### src/epoch_gated_ring_allocator_core_assert.svh
// ----------------------------------------------------------------------------
// Assertion macros for the ring allocator
// Implication checks sampled on the rising clock and disabled during reset.
// ----------------------------------------------------------------------------
`ifndef EPOCH_GATED_RING_ALLOCATOR_CORE_ASSERT_SVH
`define EPOCH_GATED_RING_ALLOCATOR_CORE_ASSERT_SVH

// same-cycle implication
`define ERGA_ASSERT_IMPLY(label, clk, rst, ante, cons) \
   label: assert property (@(posedge clk) disable iff (rst) (ante) |-> (cons)) \
      else $error("ring allocator check failed");

// next-cycle implication
`define ERGA_ASSERT_NEXT(label, clk, rst, ante, cons) \
   label: assert property (@(posedge clk) disable iff (rst) (ante) |=> (cons)) \
      else $error("ring allocator check failed");

`endif

### src/erga_pkg.sv
// ----------------------------------------------------------------------------
// erga_pkg
// Shared codes, reset values and controller/datapath interface types.
// ----------------------------------------------------------------------------
`default_nettype none

package erga_pkg;

   localparam int          CHECKPOINT_DEPTH_DEFAULT = 16;
   localparam logic [31:0] RING_CAPACITY_RESET      = 32'd16777216;

   localparam logic [1:0] OP_RESERVE  = 2'd0;
   localparam logic [1:0] OP_CLOSE    = 2'd1;
   localparam logic [1:0] OP_COMPLETE = 2'd2;

   localparam logic [1:0] ST_OK          = 2'd0;
   localparam logic [1:0] ST_NO_SPACE    = 2'd1;
   localparam logic [1:0] ST_QUEUE_FULL  = 2'd2;

   typedef struct packed {
      logic load;
      logic cfg_write;
      logic grant;
      logic add_end;
      logic sub_freed;
      logic commit;
      logic close;
      logic ret_pop;
      logic ret_done;
      logic void_op;
   } erga_cmd_type;

   typedef struct packed {
      logic ret_more;
   } erga_stat_type;

endpackage

`default_nettype wire

### src/epoch_gated_ring_allocator_core.sv
// ----------------------------------------------------------------------------
// epoch_gated_ring_allocator_core
// Ring-space allocator with epoch checkpoints and watermark reclaim.
// ----------------------------------------------------------------------------
// Usage:
//   Present an item on req_* with start; it is taken when busy is low.
//   Operation reserve grants bytes up to the ring end, close records a
//   checkpoint, complete retires checkpoints up to the given epoch.
//   Each item yields one result on rsp_* for one cycle with rsp_strobe.
//   Reserve: result strobe after the grant, add, subtract and compare
//   steps on the 64-bit cursors. Close and unknown: strobe after their step.
//   Complete: wait and check steps per checkpoint; each retire step
//   waits on the registered read of the checkpoint memory.
//   A new item can be taken in the cycle the result strobe is high.
//   The receiver cannot stall; results must be taken when strobed.
//   csr_data sets the ring capacity when csr_valid and csr_ready are high;
//   csr_ready is high while idle. A write also empties the ring and queue.
//   Reset: capacity 16777216, cursors zero, queue empty, no clearing pass.
// ----------------------------------------------------------------------------
`default_nettype none
`include "epoch_gated_ring_allocator_core_assert.svh"

module epoch_gated_ring_allocator_core
   import erga_pkg::*;
#(
   parameter int CHECKPOINT_DEPTH = CHECKPOINT_DEPTH_DEFAULT
) (
   input  wire logic        clock,
   input  wire logic        reset,
   input  wire logic        start,
   output      logic        busy,
   input  wire logic [1:0]  req_operation,
   input  wire logic [31:0] req_request_size,
   input  wire logic [31:0] req_epoch_id,
   output      logic        rsp_strobe,
   output      logic [31:0] rsp_grant_offset,
   output      logic [31:0] rsp_grant_bytes,
   output      logic [1:0]  rsp_status,
   output      logic [4:0]  rsp_retired_count,
   input  wire logic        csr_valid,
   output      logic        csr_ready,
   input  wire logic [31:0] csr_data
);

   erga_cmd_type  cmd;
   erga_stat_type stat;

   erga_controller u_ctrl (
      .clock         (clock),
      .reset         (reset),
      .start         (start),
      .req_operation (req_operation),
      .csr_valid     (csr_valid),
      .stat          (stat),
      .cmd           (cmd),
      .busy          (busy),
      .csr_ready     (csr_ready),
      .rsp_strobe    (rsp_strobe)
   );

   erga_datapath #(
      .CHECKPOINT_DEPTH (CHECKPOINT_DEPTH)
   ) u_dp (
      .clock             (clock),
      .reset             (reset),
      .cmd               (cmd),
      .stat              (stat),
      .req_operation     (req_operation),
      .req_request_size  (req_request_size),
      .req_epoch_id      (req_epoch_id),
      .csr_data          (csr_data),
      .rsp_grant_offset  (rsp_grant_offset),
      .rsp_grant_bytes   (rsp_grant_bytes),
      .rsp_status        (rsp_status),
      .rsp_retired_count (rsp_retired_count)
   );

   `ERGA_ASSERT_IMPLY(a_strobe_idle, clock, reset, rsp_strobe, !busy)
   `ERGA_ASSERT_NEXT(a_accept_busy, clock, reset, start && !busy, busy && !rsp_strobe)
   `ERGA_ASSERT_IMPLY(a_refuse_zero, clock, reset, rsp_strobe && rsp_status == ST_NO_SPACE,
      rsp_grant_bytes == 32'd0 && rsp_grant_offset == 32'd0)
   `ERGA_ASSERT_IMPLY(a_grant_ok, clock, reset, rsp_strobe && rsp_grant_bytes != 32'd0,
      rsp_status == ST_OK && rsp_retired_count == 5'd0)

endmodule

`default_nettype wire

### src/erga_datapath.sv
// ----------------------------------------------------------------------------
// erga_datapath
// Cursors, ring offset, checkpoint queue memory and result registers.
// ----------------------------------------------------------------------------
`default_nettype none

module erga_datapath
   import erga_pkg::*;
#(
   parameter int CHECKPOINT_DEPTH = CHECKPOINT_DEPTH_DEFAULT
) (
   input  wire logic          clock,
   input  wire logic          reset,
   input  wire erga_cmd_type  cmd,
   output      erga_stat_type stat,
   input  wire logic [1:0]    req_operation,
   input  wire logic [31:0]   req_request_size,
   input  wire logic [31:0]   req_epoch_id,
   input  wire logic [31:0]   csr_data,
   output      logic [31:0]   rsp_grant_offset,
   output      logic [31:0]   rsp_grant_bytes,
   output      logic [1:0]    rsp_status,
   output      logic [4:0]    rsp_retired_count
);

   localparam int AW = $clog2(CHECKPOINT_DEPTH);
   localparam int CW = $clog2(CHECKPOINT_DEPTH + 1);
   localparam logic [AW-1:0] LAST_SLOT = AW'(CHECKPOINT_DEPTH - 1);
   localparam logic [CW-1:0] FULL_COUNT = CW'(CHECKPOINT_DEPTH);

   logic [31:0]   cap_ff;
   logic [63:0]   wcur_ff;
   logic [63:0]   fcur_ff;
   logic [31:0]   offset_ff;
   logic [AW-1:0] head_ff;
   logic [AW-1:0] tail_ff;
   logic [CW-1:0] count_ff;
   logic [CW-1:0] retired_ff;

   logic [1:0]    op_ff;
   logic [31:0]   size_ff;
   logic [31:0]   epoch_ff;
   logic [31:0]   granted_ff;
   logic [63:0]   end_ff;
   logic [63:0]   diff_ff;

   logic [95:0]   mem [CHECKPOINT_DEPTH];
   logic [95:0]   rd_ff;

   logic [31:0]   cap_eff;
   logic [31:0]   room;
   logic [32:0]   offset_sum_in;
   logic          refuse;
   logic          queue_full;
   logic [31:0]   rd_epoch;
   logic [63:0]   rd_end;

   assign cap_eff       = (cap_ff == 32'd0) ? 32'd1 : cap_ff;
   assign room          = cap_eff - offset_ff;
   assign offset_sum_in = {1'b0, offset_ff} + {1'b0, granted_ff};
   assign refuse        = diff_ff > {32'd0, cap_eff};
   assign queue_full    = count_ff == FULL_COUNT;
   assign rd_epoch      = rd_ff[95:64];
   assign rd_end        = rd_ff[63:0];
   assign stat.ret_more = (count_ff != '0) && (rd_epoch <= epoch_ff);

   always_ff @(posedge clock) begin
      if (cmd.close && !queue_full) begin
         mem[tail_ff] <= {epoch_ff, wcur_ff};
      end
      rd_ff <= mem[head_ff];
   end

   always_ff @(posedge clock) begin
      if (reset) begin
         cap_ff     <= RING_CAPACITY_RESET;
         wcur_ff    <= '0;
         fcur_ff    <= '0;
         offset_ff  <= '0;
         head_ff    <= '0;
         tail_ff    <= '0;
         count_ff   <= '0;
         retired_ff <= '0;
      end else begin
         if (cmd.cfg_write) begin
            cap_ff    <= csr_data;
            wcur_ff   <= '0;
            fcur_ff   <= '0;
            offset_ff <= '0;
            head_ff   <= '0;
            tail_ff   <= '0;
            count_ff  <= '0;
         end
         if (cmd.load) begin
            retired_ff <= '0;
         end
         if (cmd.commit && !refuse) begin
            wcur_ff   <= end_ff;
            offset_ff <= (offset_sum_in == {1'b0, cap_eff}) ? 32'd0 : offset_sum_in[31:0];
         end
         if (cmd.close && !queue_full) begin
            tail_ff  <= (tail_ff == LAST_SLOT) ? '0 : tail_ff + AW'(1);
            count_ff <= count_ff + CW'(1);
         end
         if (cmd.ret_pop) begin
            fcur_ff    <= rd_end;
            head_ff    <= (head_ff == LAST_SLOT) ? '0 : head_ff + AW'(1);
            count_ff   <= count_ff - CW'(1);
            retired_ff <= retired_ff + CW'(1);
         end
      end
   end

   always_ff @(posedge clock) begin
      if (cmd.load) begin
         op_ff    <= req_operation;
         size_ff  <= req_request_size;
         epoch_ff <= req_epoch_id;
      end
      if (cmd.grant) begin
         granted_ff <= (size_ff < room) ? size_ff : room;
      end
      if (cmd.add_end) begin
         end_ff <= wcur_ff + {32'd0, granted_ff};
      end
      if (cmd.sub_freed) begin
         diff_ff <= end_ff - fcur_ff;
      end
      if (cmd.commit) begin
         rsp_grant_offset  <= refuse ? 32'd0 : offset_ff;
         rsp_grant_bytes   <= refuse ? 32'd0 : granted_ff;
         rsp_status        <= refuse ? ST_NO_SPACE : ST_OK;
         rsp_retired_count <= '0;
      end
      if (cmd.close) begin
         rsp_grant_offset  <= '0;
         rsp_grant_bytes   <= '0;
         rsp_status        <= queue_full ? ST_QUEUE_FULL : ST_OK;
         rsp_retired_count <= '0;
      end
      if (cmd.ret_done) begin
         rsp_grant_offset  <= '0;
         rsp_grant_bytes   <= '0;
         rsp_status        <= ST_OK;
         rsp_retired_count <= 5'(retired_ff);
      end
      if (cmd.void_op) begin
         rsp_grant_offset  <= '0;
         rsp_grant_bytes   <= '0;
         rsp_status        <= (op_ff == OP_RESERVE) ? ST_NO_SPACE : ST_OK;
         rsp_retired_count <= '0;
      end
   end

endmodule

`default_nettype wire

### src/erga_controller.sv
// ----------------------------------------------------------------------------
// erga_controller
// Sequences reserve, close and retire steps and marks each result.
// ----------------------------------------------------------------------------
`default_nettype none

module erga_controller
   import erga_pkg::*;
(
   input  wire logic          clock,
   input  wire logic          reset,
   input  wire logic          start,
   input  wire logic [1:0]    req_operation,
   input  wire logic          csr_valid,
   input  wire erga_stat_type stat,
   output      erga_cmd_type  cmd,
   output      logic          busy,
   output      logic          csr_ready,
   output      logic          rsp_strobe
);

   typedef enum logic [3:0] {
      S_IDLE,
      S_GRANT,
      S_ADD,
      S_SUB,
      S_COMMIT,
      S_CLOSE,
      S_RET_WAIT,
      S_RET_CHECK,
      S_VOID
   } state_type;

   state_type state_ff;
   logic      strobe_ff;

   assign busy       = state_ff != S_IDLE;
   assign csr_ready  = state_ff == S_IDLE;
   assign rsp_strobe = strobe_ff;

   always_comb begin
      cmd = '0;
      case (state_ff)
         S_IDLE: begin
            cmd.load      = start;
            cmd.cfg_write = csr_valid;
         end
         S_GRANT:     cmd.grant     = 1'b1;
         S_ADD:       cmd.add_end   = 1'b1;
         S_SUB:       cmd.sub_freed = 1'b1;
         S_COMMIT:    cmd.commit    = 1'b1;
         S_CLOSE:     cmd.close     = 1'b1;
         S_RET_WAIT:  cmd          = '0;
         S_RET_CHECK: begin
            cmd.ret_pop  = stat.ret_more;
            cmd.ret_done = !stat.ret_more;
         end
         S_VOID:      cmd.void_op   = 1'b1;
         default:     cmd          = '0;
      endcase
   end

   always_ff @(posedge clock) begin
      if (reset) begin
         state_ff  <= S_IDLE;
         strobe_ff <= 1'b0;
      end else begin
         strobe_ff <= (state_ff inside {S_COMMIT, S_CLOSE, S_VOID}) ||
                      ((state_ff == S_RET_CHECK) && !stat.ret_more);
         case (state_ff)
            S_IDLE: begin
               if (start) begin
                  case (req_operation)
                     OP_RESERVE:  state_ff <= S_GRANT;
                     OP_CLOSE:    state_ff <= S_CLOSE;
                     OP_COMPLETE: state_ff <= S_RET_WAIT;
                     default:     state_ff <= S_VOID;
                  endcase
               end
            end
            S_GRANT:     state_ff <= S_ADD;
            S_ADD:       state_ff <= S_SUB;
            S_SUB:       state_ff <= S_COMMIT;
            S_RET_WAIT:  state_ff <= S_RET_CHECK;
            S_RET_CHECK: state_ff <= stat.ret_more ? S_RET_WAIT : S_IDLE;
            S_COMMIT, S_CLOSE, S_VOID: state_ff <= S_IDLE;
            default:     state_ff <= S_IDLE;
         endcase
      end
   end

endmodule

`default_nettype wire
### config.mk
export PLATFORM = sky130hd
export DESIGN_NAME = epoch_gated_ring_allocator_core
export DESIGN_NICKNAME = d
export VERILOG_FILES = /design/src/erga_pkg.sv /design/src/epoch_gated_ring_allocator_core.sv /design/src/erga_datapath.sv /design/src/erga_controller.sv
export VERILOG_INCLUDE_DIRS = /design/src /design/src/src
export SDC_FILE = /design/constraint.sdc
export NUM_CORES = 2
export LEC_CHECK = 0
export BUFFER_PORTS_ARGS = -buffer_cell sky130_fd_sc_hd__buf_2
export CORE_ASPECT_RATIO = 0.9
export CORE_MARGIN = 2
export CORE_UTILIZATION = 40
export DETAILED_ROUTE_END_ITERATION = 12
export HOLD_SLACK_MARGIN = 0.03
export SYNTH_ARGS = -nofsm -noshare
export SYNTH_HDL_FRONTEND = slang
export SYNTH_SLANG_ARGS = --single-unit
### constraint.sdc
create_clock -name clock -period 9.75 [get_ports clock]
set_clock_uncertainty 0.15 [all_clocks]
set_input_delay 0.4875 -clock clock [delete_from_list [all_inputs] [get_ports clock]]
set_output_delay 0.4875 -clock clock [all_outputs]
set_load 0.03 [all_outputs]
## Yosys cells after proc, flatten, opt, wreduce, memory -nomap -nowiden

Memory sizes are Yosys's and may differ from the RTL's. A register that Yosys moved wholly into a read port is not among the register bits.
Cells that the tools add are included.

| operators by class | value |
|---|---|
| add/sub/neg operators | 9 |
| $lt $le $gt $ge | 3 |
| equality and inequality tests | 15 |
| multiplexer cells | 44 |
| reduce and logical (&&, ||, !) cells | 23 |

Operators by type and width:

| cell | number |
|---|---|
| 32-bit 2-to-1 mux | 7 |
| 64-bit 2-to-1 mux | 3 |
| 64-bit by 32-bit adder with 64-bit output | 1 |
| 64-bit by 32-bit > comparator with 1-bit output | 1 |
| 64-bit subtractor | 1 |
| 5-bit 2-to-1 mux | 8 |
| 32-bit by 32-bit adder with 33-bit output | 1 |
| 33-bit by 32-bit == test with 1-bit output | 1 |
| 32-bit <= comparator | 1 |
| 32-bit logical NOT | 1 |
| 32-bit less-than comparator | 1 |
| 32-bit subtractor | 1 |
| 4-bit 2-to-1 mux | 6 |
| 4-bit one-hot mux with 6 select lines | 1 |
| 4-bit by 3-bit == test with 1-bit output (second input constant) | 4 |
| 2-bit 2-to-1 mux | 7 |
| 4-bit == test (second input constant) | 3 |
| 4-bit one-hot mux with 3 select lines | 1 |
| 5-bit by 1-bit adder with 5-bit output (second input constant) | 2 |
| 1-bit 2-to-1 mux | 10 |
| 3-bit nonzero test | 3 |
| 4-bit by 1-bit adder with 4-bit output (second input constant) | 2 |
| 4-bit by 2-bit == test with 1-bit output (second input constant) | 2 |
| 2-bit nonzero test | 4 |
| 15 further kinds | 22 |

| storage, ports and cells | value |
|---|---|
| bits in registers | 512 |
| RAM bits | 1536 |
| input bits | 102 |
| output and inout port bits | 74 |
| memories kept | 1 |

Memories:

| name | depth | width | rd ports | clocked after Yosys merged registers in | wr ports | RTL line | text |
|---|---|---|---|---|---|---|---|
| u_dp.mem | 16 | 96 | 1 | 1 | 1 | erga_datapath.sv:47 | `logic [95:0] mem [CHECKPOINT_DEPTH];` |

## Logic depth before layout (Yosys ltp)

| depth | value |
|---|---|
| word-level depth | 8 |
| mapped depth | 29 |

## Hierarchy

Synthesis repeated with hierarchy kept, for this count alone.

| unflattened totals | value |
|---|---|
| cells, all modules | 5643 |
| area, all modules | 90698.2 um2 |

By module, submodules not included:

| module | instances | cells each | area an instance (um2) |
|---|---|---|---|
| erga_datapath | 1 | 5594 | 90280.3 |
| erga_controller | 1 | 49 | 417.9 |

## Least setup slack after synthesis

OpenSTA, ideal clock, no wires.

| timing | value |
|---|---|
| path kind | reg2reg |
| start point | reg u_dp.count_ff[0] |
| end point | mem u_dp.mem[3][0] (enable) |
| arrival time | 7.900 ns |
| data required time | 8.932 ns |
| slack | 1.032 ns |
| cell stages (with the launch flop) | 10 |
| clock period less this slack | 8.718 ns |
| cell sequence | dfxtp_1 > inv_1 > ha_1 > inv_1 > nor3_1 > nand2_1 > and2_1 > clkbuf_1 > nand2_1 > nor3_1 |

| on the way | value |
|---|---|
| word-level cells in the longest chain between the ends | 5 |

RTL lines:

| item | RTL line | text |
|---|---|---|
| start: declaration | erga_datapath.sv:37 | `logic [CW-1:0] count_ff;` |
| start signal: assignment | erga_datapath.sv:103 | `count_ff <= count_ff + CW'(1);` |
| start signal: assignment | erga_datapath.sv:108 | `count_ff <= count_ff - CW'(1);` |
| 5-bit == test | erga_datapath.sv:62 | `assign queue_full = count_ff == FULL_COUNT;` |
| 1-bit logical NOT | erga_datapath.sv:68 | `if (cmd.close && !queue_full) begin` |
| 1-bit logical AND | erga_datapath.sv:68 |  |
| 1-bit 2-to-1 mux | erga_datapath.sv:68 |  |
| 1-bit 2-to-1 mux (implied by the code) | erga_datapath.sv:69 | `mem[tail_ff] <= {epoch_ff, wcur_ff};` |
| end: declaration | erga_datapath.sv:47 |  |

Every way passes these cells.

## Worst setup path after layout

| timing | value |
|---|---|
| start point | reg u_dp.cap_ff[24] |
| end point | reg u_dp.granted_ff[1], data pin |

| on the way | value |
|---|---|
| word-level cells in the longest chain between the ends | 5 |

RTL lines:

| item | RTL line | text |
|---|---|---|
| start: declaration | erga_datapath.sv:31 | `logic [31:0] cap_ff;` |
| start signal: assignment | erga_datapath.sv:86 | `cap_ff <= csr_data;` |
| 32-bit logical NOT | erga_datapath.sv:58 | `assign cap_eff = (cap_ff == 32'd0) ? 32'd1 : cap_ff;` |
| 32-bit 2-to-1 mux * | erga_datapath.sv:58 |  |
| 32-bit subtractor * | erga_datapath.sv:59 | `assign room = cap_eff - offset_ff;` |
| 32-bit less-than comparator | erga_datapath.sv:121 | `granted_ff <= (size_ff < room) ? size_ff : room;` |
| 32-bit 2-to-1 mux * | erga_datapath.sv:121 |  |
| end signal: assignment | erga_datapath.sv:121 |  |
| end: declaration | erga_datapath.sv:43 | `logic [31:0] granted_ff;` |

Every way passes the cells marked *; elsewhere a longest branch is shown, timed or not.
A chain may end at the register's enable or synchronous reset.

==> flow_summary.toml <==
[timing]
setup_tns_ns = 0
final-setup-viol-count = 0
worst_slew_margin_rel_pct = 14.8
max_freq_mhz = 148
layout_worst_path_cycle_share_pct = 69.3
final-max-slew-violation-count = 0
clock_period_minus_final_worst_setup_slack_ns = 6.76
worst_pin_slew_ns = 1.27
timing.hold.ws_ns = 0.175
hold_viol_final = 0
rsz_0062_raised_after_global_routing = "false"

[setup_path]
crit_arrival_ns = 7.21
crit_fanout = 28
cp-end-kind = "flop"
critPathLaunchType = "flop"
path_buf_inv = 2
critical_path_required_ns = 10.20
critical-path-top-delay-family = "compound AO/OA/AOI/OAI gates"
class_of_the_most_critical_setup_path = "flop to flop"
slowest_delay_ns = 0.69
crit_chain = "nor4_1 > nand4_1 > o21bai_1 > inv_1 > ha_1 > a21boi_0 > o21ai_0 > and3_1 > o31ai_1 > or2_2 > a31oi_1 > xnor2_1 > ha_1 > a21o_1 > a21o_1 > a21oi_1 > o21ai_0 > o21ai_0 > a21oi_1 > a211oi_1 > o21ai_4 > buf_4 > mux2_2"
crit_path_top_delay_cell = "sky130_fd_sc_hd__o31ai_1"
crit_top_cell = "sky130_fd_sc_hd__o21ai_0"

[logic_synthesis]
synthFlopType = "sky130_fd_sc_hd__edfxtp_1"
yosysSeqAreaShare_pct = 67.5
post_synth_instance_area_mm2 = 0.0898
synth_top_family_by_area = "multiplexers"
yosys.cell_types.count = 84
yosys.area_share.simple_pct = 5.87
synth_mux_area_share_pct = 12.4
syn-instance-count = 5680
yosys.area_share.xor_xnor_pct = 2.09
synth_compound_area_share_pct = 6.08
ys_seq_elements = 2144
synth_largest_type_area_fraction_pct = 59.0
synth_top_cell_by_area = "sky130_fd_sc_hd__edfxtp_1"
avgSynthCellArea_um2 = 15.8
synth_edf_count = 1764
ys.warnings.count = 0
netlist_top_cells_area = "sky130_fd_sc_hd__edfxtp_1 59%, sky130_fd_sc_hd__mux4_2 12%, sky130_fd_sc_hd__dfxtp_1 8.5%, sky130_fd_sc_hd__ha_1 3.7%, sky130_fd_sc_hd__a21oi_1 2.3%"
post_synth_fa_ha_maj_area_fraction_pct = 3.74
async_reset_ff_share_pct = 0
mappedNetlistNets = 6047

[clock_tree]
number_of_clock_buffers_inserted_by_tritoncts = 208
clock_sink_count = 2144
h-tree-depth = 4
clock_tree.buffer_depth = 3
clk_transition_reported_paths_ns = 0.06
tritoncts_clock_tree = "done"
clk_latency_ns = 0.87
cts.root.buffer_cell = "sky130_fd_sc_hd__clkbuf_16"
post_cts.repair.setup_buffers = 0

[final_layout]
layout.cells.most_common_list = "1764 x sky130_fd_sc_hd__edfxtp_1, 480 x sky130_fd_sc_hd__mux4_2, 443 x sky130_fd_sc_hd__nand2_1"
layout.cells.most_common = "sky130_fd_sc_hd__edfxtp_1"
fill_cells = 19100
nNetsFinal = 6323
antenna_cells_inserted = 0
areaGrowthSynthToFinish_pct = 13.9
drive_above_1_share_pct = 18.8
regArea_mm2 = 0.0606
combined_area_of_the_multi_input_logic_cells_mm2 = 0.0273

[floorplan]
core.rowCount = 164
design.core.area_mm2 = 0.223
chipWidth_um = 503
dieArea_mm2 = 0.228
initial_standard_cell_utilization_of_the_core_pct = 40.3
number_of_primary_i_o_pins = 176
die_height_um = 454

[routing]
finalWirelength_um = 226000
route.top_layer_used = "met4"
route.layer.met1.wl_um = 102000
met2RoutedLength_um = 106000
ant_nets = 0
wl_met3_um = 12600
drt-vias-per-instance = 5.56
route.detailed.wl_per_inst_um = 24.7
drt_pass_1_iters = 5
drc = 0
drtIter0Drc = 4698
route.vias.total = 50800

[place]
dp.final_hpwl_um = 135000
numPortBuffers = 175
finalWeightedCongestion = 0.918

[pwr]
power-per-cell-area_mw_per_mm2 = 189
irDropWorstVdd_mv = 0.198
total_leakage_power_nw = 34.1

[global_route]
first_global_vias = 50900
grt_first_pass_wirelength_um = 334000
antenna_found_initial = 4
grt_usage_pct = 19.6
total_global_routing_overflow = 0
grt_max_degree = 118

[job]
maxCapViolCount = 0

[min_path]
hp-class = "input pin to flop"

[run_status]
run_status = "completed"
-- state kept, by name, summed over array words and instances (netlist names), 2 cells and up --
| name | count |
|---|---|
| u_ctrl.state_ff | 4 |
| u_dp.epoch_ff | 32 |
| u_dp.size_ff | 32 |
| u_dp.rsp_retired_count | 5 |
| u_dp.count_ff | 5 |
| u_dp.cap_ff | 32 |
| u_dp.rsp_grant_offset | 32 |
| u_dp.rsp_grant_bytes | 32 |
| u_dp.rd_ff | 96 |
| u_dp.op_ff | 2 |
| u_dp.retired_ff | 5 |
| u_dp.end_ff | 64 |
| u_dp.head_ff | 4 |
| u_dp.diff_ff | 64 |
| u_dp.offset_ff | 32 |
| u_dp.mem | 1536 |
| u_dp.tail_ff | 4 |
| u_dp.rsp_status | 2 |
| u_dp.fcur_ff | 64 |
| u_dp.wcur_ff | 64 |
| u_dp.granted_ff | 32 |
-- path summary, 6_finish.rpt --
check | end | depth (start not counted) | slack (ns) | start
worst min register to register | u_dp.fcur_ff[5] | 2 | 0.27 | u_dp.rd_ff[5]
worst min-delay path | u_dp.epoch_ff[18] | 2 | 0.18 | req_epoch_id[18]
worst max register to register | u_dp.granted_ff[1] | 23 | 2.99 | u_dp.cap_ff[24]
worst max-delay path | u_dp.granted_ff[1] | 23 | 2.99 | u_dp.cap_ff[24]
-- layout make-up --
| class | count | area share [%] |
|---|---|---|
| clock buffer | 283 | 5.62 |
| clock inverter | 114 | 1.29 |
| inverter | 248 | 0.919 |
| multi-input combinational | 2989 | 26.7 |
| sequential | 2144 | 59.2 |
| tap | 2988 | 3.65 |
| timing repair buffer | 365 | 2.56 |
-- cell usage after synthesis, types with 19 or more instances --
cell type,count
sky130_fd_sc_hd__nand2_1,446
sky130_fd_sc_hd__and3_1,24
sky130_fd_sc_hd__mux4_2,480
sky130_fd_sc_hd__dfxtp_1,380
sky130_fd_sc_hd__xnor2_1,124
sky130_fd_sc_hd__o21a_1,32
sky130_fd_sc_hd__nand3_1,267
sky130_fd_sc_hd__xor2_1,80
sky130_fd_sc_hd__ha_1,262
sky130_fd_sc_hd__nor2b_1,27
sky130_fd_sc_hd__nor2_1,132
sky130_fd_sc_hd__o21ai_0,113
sky130_fd_sc_hd__a21oi_1,412
sky130_fd_sc_hd__nand4_1,45
sky130_fd_sc_hd__inv_1,247
sky130_fd_sc_hd__nor3_1,45
sky130_fd_sc_hd__nand2b_1,29
sky130_fd_sc_hd__nor4_1,27
sky130_fd_sc_hd__o21bai_1,24
sky130_fd_sc_hd__edfxtp_1,1764
sky130_fd_sc_hd__mux2i_1,33
sky130_fd_sc_hd__a21o_1,92
sky130_fd_sc_hd__clkbuf_1,232
sky130_fd_sc_hd__o21ai_2,30
sky130_fd_sc_hd__buf_1,61
sky130_fd_sc_hd__a211oi_1,19
sky130_fd_sc_hd__and2_1,19
-- layer usage --
metal / vias to the layer above / GRT usage, %
met5: - / 0
met4: 0 / 5.14
met3: 324 / 2.79
met2: 1542 / 31.1
met1: 26300 / 28.3
li1: 22600 / -
-- kinds of logic (layout without fill, tap and decap cells) --
logic type                 after synthesis  after routing
AOI/OAI and AO/OA                      878            878
xor gates and xnor gates               208            208
adders and majority gates              267            267
buffers and inverters                  547           1010
DFF                                   2144           2144
muxes                                  516            516
and+or+nand+nor                       1120           1120
-- worst register-to-register path: cells and delay by family, from the launching register on --
family | cells | cell delay, ns
muxes | 1 | 0.37
and+or+nand+nor | 4 | 1.35
adders and majority gates | 2 | 0.51
DFF | 1 | 0.35
buffers and inverters | 2 | 0.39
AOI/OAI and AO/OA | 13 | 3.17
xor gates and xnor gates | 1 | 0.24
-- stage by stage --
step	worst slack (ns)	std cells	power, mW	util [%]	area [um2]
after floorplan	1.03	5680	11.0	-	89800
after global placement	2.88	8626	11.3	42.3	94100
after detailed placement	3.02	8626	11.3	42.3	94100
after CTS	2.99	9131	19.5	45.9	102000
after global routing	2.58	9131	20.0	45.9	102000
final	2.99	9131	19.4	45.9	102000
-- power breakdown --
part / leakage, nW / total, mW / internal (mW) / switching (mW)
combinational: 11.4 / 1.05 / 0.412 / 0.640
clock: 3.44 / 8.23 / 4.68 / 3.55
sequential: 19.3 / 10.1 / 9.96 / 0.130
total: 34.1 / 19.4 / 15.1 / 4.32
-- what timing repair did --
item | 4_1_cts | 5_1_grt
hold buffers | 108 | 0
endpoints found under the hold margin | 137 | 0
resized for setup | 0 | 0
No activity file was read; power rests on OpenSTA's default activity.
